==> config.mk <==
export PLATFORM = sky130hd
export DESIGN_NAME = lzwe_out_fifo
export DESIGN_NICKNAME = d
export VERILOG_FILES = /design/src/design/lzwe_pkg.sv /design/src/design/lzwe_out_fifo.sv
export SDC_FILE = /design/constraint.sdc
export NUM_CORES = 1
export LEC_CHECK = 0
export ABC_CLOCK_PERIOD_IN_PS = 2780
export CAP_MARGIN = 10
export CORE_UTILIZATION = 33
export CTS_CLUSTER_DIAMETER = 60
export DETAILED_ROUTE_END_ITERATION = 7
export DONT_BUFFER_PORTS = 1
export SLEW_MARGIN = 40
export SYNTH_ARGS = -nofsm -noshare
export SYNTH_HDL_FRONTEND = slang
export SYNTH_SLANG_ARGS = --single-unit
==> constraint.sdc <==
create_clock -name clk -period 2.78 [get_ports clk]
set_clock_uncertainty 0.2 [all_clocks]
set_input_delay 0.417 -clock clk [delete_from_list [all_inputs] [get_ports clk]]
set_output_delay 0.417 -clock clk [all_outputs]
set_load 0.02 [all_outputs]
==> src/design/lzwe_pkg.sv <==
// Shared types and constants for the LZW byte encoder.
// Used by lzwe_out_fifo and lzw_byte_encoder; depends on nothing.
package lzwe_pkg;

  localparam logic [12:0] CODE_CLEAR  = 13'd256;
  localparam logic [12:0] CODE_END    = 13'd257;
  localparam int          FIRST_FREE  = 258;
  localparam int          START_WIDTH = 9;
  localparam int          ROOTS       = 256;
  localparam int          FIFO_DEPTH  = 4;
  localparam int          FIFO_PW     = $clog2(FIFO_DEPTH);

  // One result transaction as it leaves the block
  typedef struct packed {
    logic [12:0] code;
    logic [3:0]  width;
    logic        last;
  } res_t;

  typedef enum logic [7:0] {
    S_IDLE  = 8'b0000_0001,
    S_LINK  = 8'b0000_0010,
    S_WALK  = 8'b0000_0100,
    S_MISS  = 8'b0000_1000,
    S_NEWE  = 8'b0001_0000,
    S_CLEAR = 8'b0010_0000,
    S_ENDP  = 8'b0100_0000,
    S_ENDC  = 8'b1000_0000
  } state_t;

endpackage

==> src/design/lzwe_out_fifo.sv <==
// Small result queue that decouples the encoder core from the output channel.
// Depends on lzwe_pkg (res_t, FIFO_DEPTH).
module lzwe_out_fifo (
  input  logic            clk,
  input  logic            rst,
  input  logic            push_valid,
  output logic            push_ready,
  input  lzwe_pkg::res_t  push_data,
  output logic            pop_valid,
  input  logic            pop_ready,
  output lzwe_pkg::res_t  pop_data
);

  lzwe_pkg::res_t               slots [lzwe_pkg::FIFO_DEPTH];
  logic [lzwe_pkg::FIFO_PW-1:0] wr_ptr;
  logic [lzwe_pkg::FIFO_PW-1:0] rd_ptr;
  logic [lzwe_pkg::FIFO_PW:0]   count;
  logic                         do_push;
  logic                         do_pop;

  assign push_ready = (count != (lzwe_pkg::FIFO_PW+1)'(lzwe_pkg::FIFO_DEPTH));
  assign pop_valid  = (count != '0);
  assign pop_data   = slots[rd_ptr];
  assign do_push    = push_valid && push_ready;
  assign do_pop     = pop_valid && pop_ready;

  // Store pushed transactions
  always_ff @(posedge clk) begin
    if (do_push) begin
      slots[wr_ptr] <= push_data;
    end
  end

  // Advance pointers and occupancy
  always_ff @(posedge clk) begin
    if (rst) begin
      wr_ptr <= '0;
      rd_ptr <= '0;
      count  <= '0;
    end else begin
      if (do_push) begin
        wr_ptr <= wr_ptr + 1'b1;
      end
      if (do_pop) begin
        rd_ptr <= rd_ptr + 1'b1;
      end
      if (do_push && !do_pop) begin
        count <= count + 1'b1;
      end else if (!do_push && do_pop) begin
        count <= count - 1'b1;
      end
    end
  end

endmodule

==> parameters.txt <==
Parameter                              Value

Route
  Initial drt markers ... 43
  Number of vias after detailed routing ... 1362
  Drt total wl ... 5197 um
  Remaining routing DRC violations ... 0
  Wire length per cell after detailed routing ... 18.05 um
  Drt pass-1 iters ... 3
  Via count normalized by instance count ... 4.729
  Antenna viol nets, final ... 0

STA
  Number of setup violations in the final report ... 0
  Pin slew with the least headroom to its limit ... 0.3844 ns
  Worst hold slack after final layout ... 0.08304 ns
  Setup repair after global routing missed its margin ... no
  Post-layout minimum cycle time ... 2.435 ns
  Post-route clock period utilization ... 87.59%
  Worst slew margin relative to its limit ... 74.04%
  Final TNS setup ... 0 ns
  Upper clock frequency limit ... 0.4107 GHz
  Max-slew violation total from the final report ... 0
  Final Hold Violating Endpoints ... 0

Worst setup path
  Worst EP required ... 2.84 ns
  Worst Path Arrival ... 2.50 ns
  CP Buf/Inv Count ... 1
  Kind of cell adding the most delay to the critical path ... adder cells
  Worst Path Class, Setup ... reg -> reg
  Cell-by-cell trace of the critical path ... nor2_2, a21boi_4, ha_1, inv_1, fa_1, xor2_1, or3_1, a21oi_1
  Cell type of the slowest stage on the worst timing path ... sky130_fd_sc_hd__dfxtp_1
  Stage delay of the slowest cell on the critical path ... 0.48 ns
  Critical path capture point type ... flip-flop
  Startpoint type of the worst setup path ... flip-flop
  Crit Path Max Fanout ... 7

Floorplan
  Initial standard-cell utilization of the core ... 33.92%
  Area of the placeable core ... 9196 um^2
  Die boundary width ... 99.22 um
  Row Count ... 35
  Die height ... 99.22 um
  Top-level port count ... 42
  Die area ... 9845 um^2

Logic synthesis
  Dominant synthesized flop cell ... sky130_fd_sc_hd__edfxtp_1
  Most common library cells after synthesis ... sky130_fd_sc_hd__edfxtp_1, sky130_fd_sc_hd__mux4_2, sky130_fd_sc_hd__dfxtp_1
  Cell accounting for the most synthesized area ... sky130_fd_sc_hd__edfxtp_1
  Syn avg cell area ... 21.97 um^2
  Combinational family with the most area after synthesis ... multiplexers
  Yosys warning total ... 0
  Share of the yosys chip area belonging to registers ... 75.09%
  Share of synthesized registers carrying an async set or reset ... 0%
  Number of synthesized register bits ... 81
  Post-synth EDFFs ... 72
  Count leader, synth ... sky130_fd_sc_hd__edfxtp_1
  Post-synthesis cell type count ... 25
  Synth Area in Adders ... 2.647%
  Fraction of synthesized area in multiplexers ... 14.96%
  Top cell type's share of synthesized area ... 69.31%
  Synth Instances ... 142
  Post-synthesis instance area ... 3119 um^2
  Post-Syn Nets ... 170
  Synthesized-area fraction occupied by ao, oa, aoi and oai cells ... 1.604%
  Most area-consuming cells after synthesis ... sky130_fd_sc_hd__edfxtp_1, sky130_fd_sc_hd__mux4_2, sky130_fd_sc_hd__mux4_1
  Synthesized-area fraction occupied by and/or/nand/nor cells ... 2.768%
  Synth Area in XOR/XNOR ... 1.123%

Clock network
  Number of sinks handled by clock tree synthesis ... 81
  # Post-CTS Setup Buffers ... 0
  Number of CTS-inserted buffers ... 9
  Clock tree from TritonCTS ... done
  Depth of the CTS H-tree ... 3
  Clock edge transition at the registers on the reported setup and hold paths ... 0.07 ns
  Clock buffer depth ... 2
  Post-CTS sizing ... 0
  Clock latency on the worst-skew pair ... 0.33 ns
  Master cell of the clock root buffer ... sky130_fd_sc_hd__clkbuf_8
  Cts-stage hold buffer count ... 19

Global routing
  Met2 track demand over resource ... 20.09%
  First-pass GRT wire length ... 7783 um
  Vias in the first global route ... 1528
  Global routing met3 resource utilization ... 2.952%
  Overall routing resource usage ... 11.12%
  Largest net degree at the start of global routing ... 19
  Layer with the highest usage after global routing ... met2
  Met1 Usage GRT ... 12.23%
  Residual overflow from global routing ... 0
  Initial antenna violation count ... 0

Finish
  Layout fillers ... 819
  Share of layout cells above drive strength 1 ... 17.51%
  Area overhead of the layout relative to synthesis ... 16.25%
  N_diodes ... 0
  # nets final ... 201

Place
  Placed wire-length estimate ... 3231 um
  RD Place Congestion ... 0.6014
  Port Buffer Count ... 0

Power
  Power after layout ... 0.003137 W
  Cell leakage power ... 1.194 nW
  Maximum vdd drop ... 0.4112 mV
  Power per unit of standard cell area ... 865.3 nW/um^2

Outcome
  Status ... finished, final reports clean

Flow run
  Max cap viols ... 0

Worst hold path
  Min-delay worst type ... in -> reg
[cells by family (layout without fill, tap and decap cells)]
group,after synthesis,after routing
AOI/OAI and AO/OA,5,5
xor gates and xnor gates,4,4
adders and majority gates,6,6
buffers and inverters,8,43
DFF,81,81
muxes,21,21
and+or+nand+nor,17,17
[through the flow]
stage / instance area [um^2] / instances / worst slack (ns) / util, %
5_1_grt: 3626 / 288 / 0.2610 / 39.43
3_3_place_gp: 3258 / 254 / 0.5537 / 35.43
4_1_cts: 3626 / 288 / 0.3429 / 39.43
3_5_place_dp: 3258 / 254 / 0.3712 / 35.43
2_1_floorplan: 3119 / 142 / 0.6070 / -
6_report: 3626 / 288 / 0.3449 / 39.43
[worst reg2reg max path: stages (launching register included)]
cell and delay [ns]:
sky130_fd_sc_hd__dfxtp_1 0.48, sky130_fd_sc_hd__nor2_2 0.10, sky130_fd_sc_hd__a21boi_4 0.26, sky130_fd_sc_hd__ha_1 0.25
sky130_fd_sc_hd__inv_1 0.07, sky130_fd_sc_hd__fa_1 0.39, sky130_fd_sc_hd__xor2_1 0.17, sky130_fd_sc_hd__or3_1 0.33
sky130_fd_sc_hd__a21oi_1 0.15
[layout by cell type (no fill, tap or decap), drive strengths merged]
| cell | n |
|---|---|
| a21boi | 1 |
| a21oi | 1 |
| and2 | 4 |
| buf | 6 |
| bufinv | 1 |
| clkbuf | 12 |
| clkinv | 1 |
| clkinvlp | 1 |
| dfxtp | 9 |
| dlygate4sd3 | 19 |
| edfxtp | 72 |
| fa | 1 |
| ha | 5 |
| inv | 3 |
| mux2 | 1 |
| mux2i | 2 |
| mux4 | 18 |
| nand2 | 1 |
| nand2b | 2 |
| nor2 | 8 |
| o21ai | 1 |
| o311ai | 1 |
| o31ai | 1 |
| or3 | 2 |
| xor2 | 4 |
[worst paths after layout]
check | startpoint | endpoint | slack, ns | depth (start not counted)
worst max register to register | count[0]$_SDFFE_PP0P_ | count[2]$_SDFFE_PP0P_ | 0.34 | 8
worst min register to register | wr_ptr[1]$_SDFFE_PP0P_ | wr_ptr[1]$_SDFFE_PP0P_ | 0.34 | 2
worst min-delay path | rst | wr_ptr[1]$_SDFFE_PP0P_ | 0.08 | 2
worst max-delay path | count[0]$_SDFFE_PP0P_ | count[2]$_SDFFE_PP0P_ | 0.34 | 8
[sequential cells by signal, indices dropped and copies added, names as in the netlist, named ones only]
name,flops
rd_ptr,2
slots,72
count,3
wr_ptr,2
[metal layers]
layer  up-vias  wire length, um
li1        633                -
met1       688             2187
met2        33             2733
met3         8              214
met4         0               61
met5         -                0
[final cells by class]
type	instances	area (um^2)	share of cell area, %
sequential	81	2342	64.60
tap	111	138.9	3.830
inverter	3	11.26	0.3106
multi-input combinational	53	720.7	19.88
timing repair buffer	25	235.2	6.487
clock inverter	3	42.54	1.173
clock buffer	12	135.1	3.727
[power by group]
part,switching [W],internal [W]
logic,0.000495,0.000315
clock network,0.000372,0.000410
registers,0.0000631,0.00148
No activity file was read; power rests on OpenSTA's default activity.
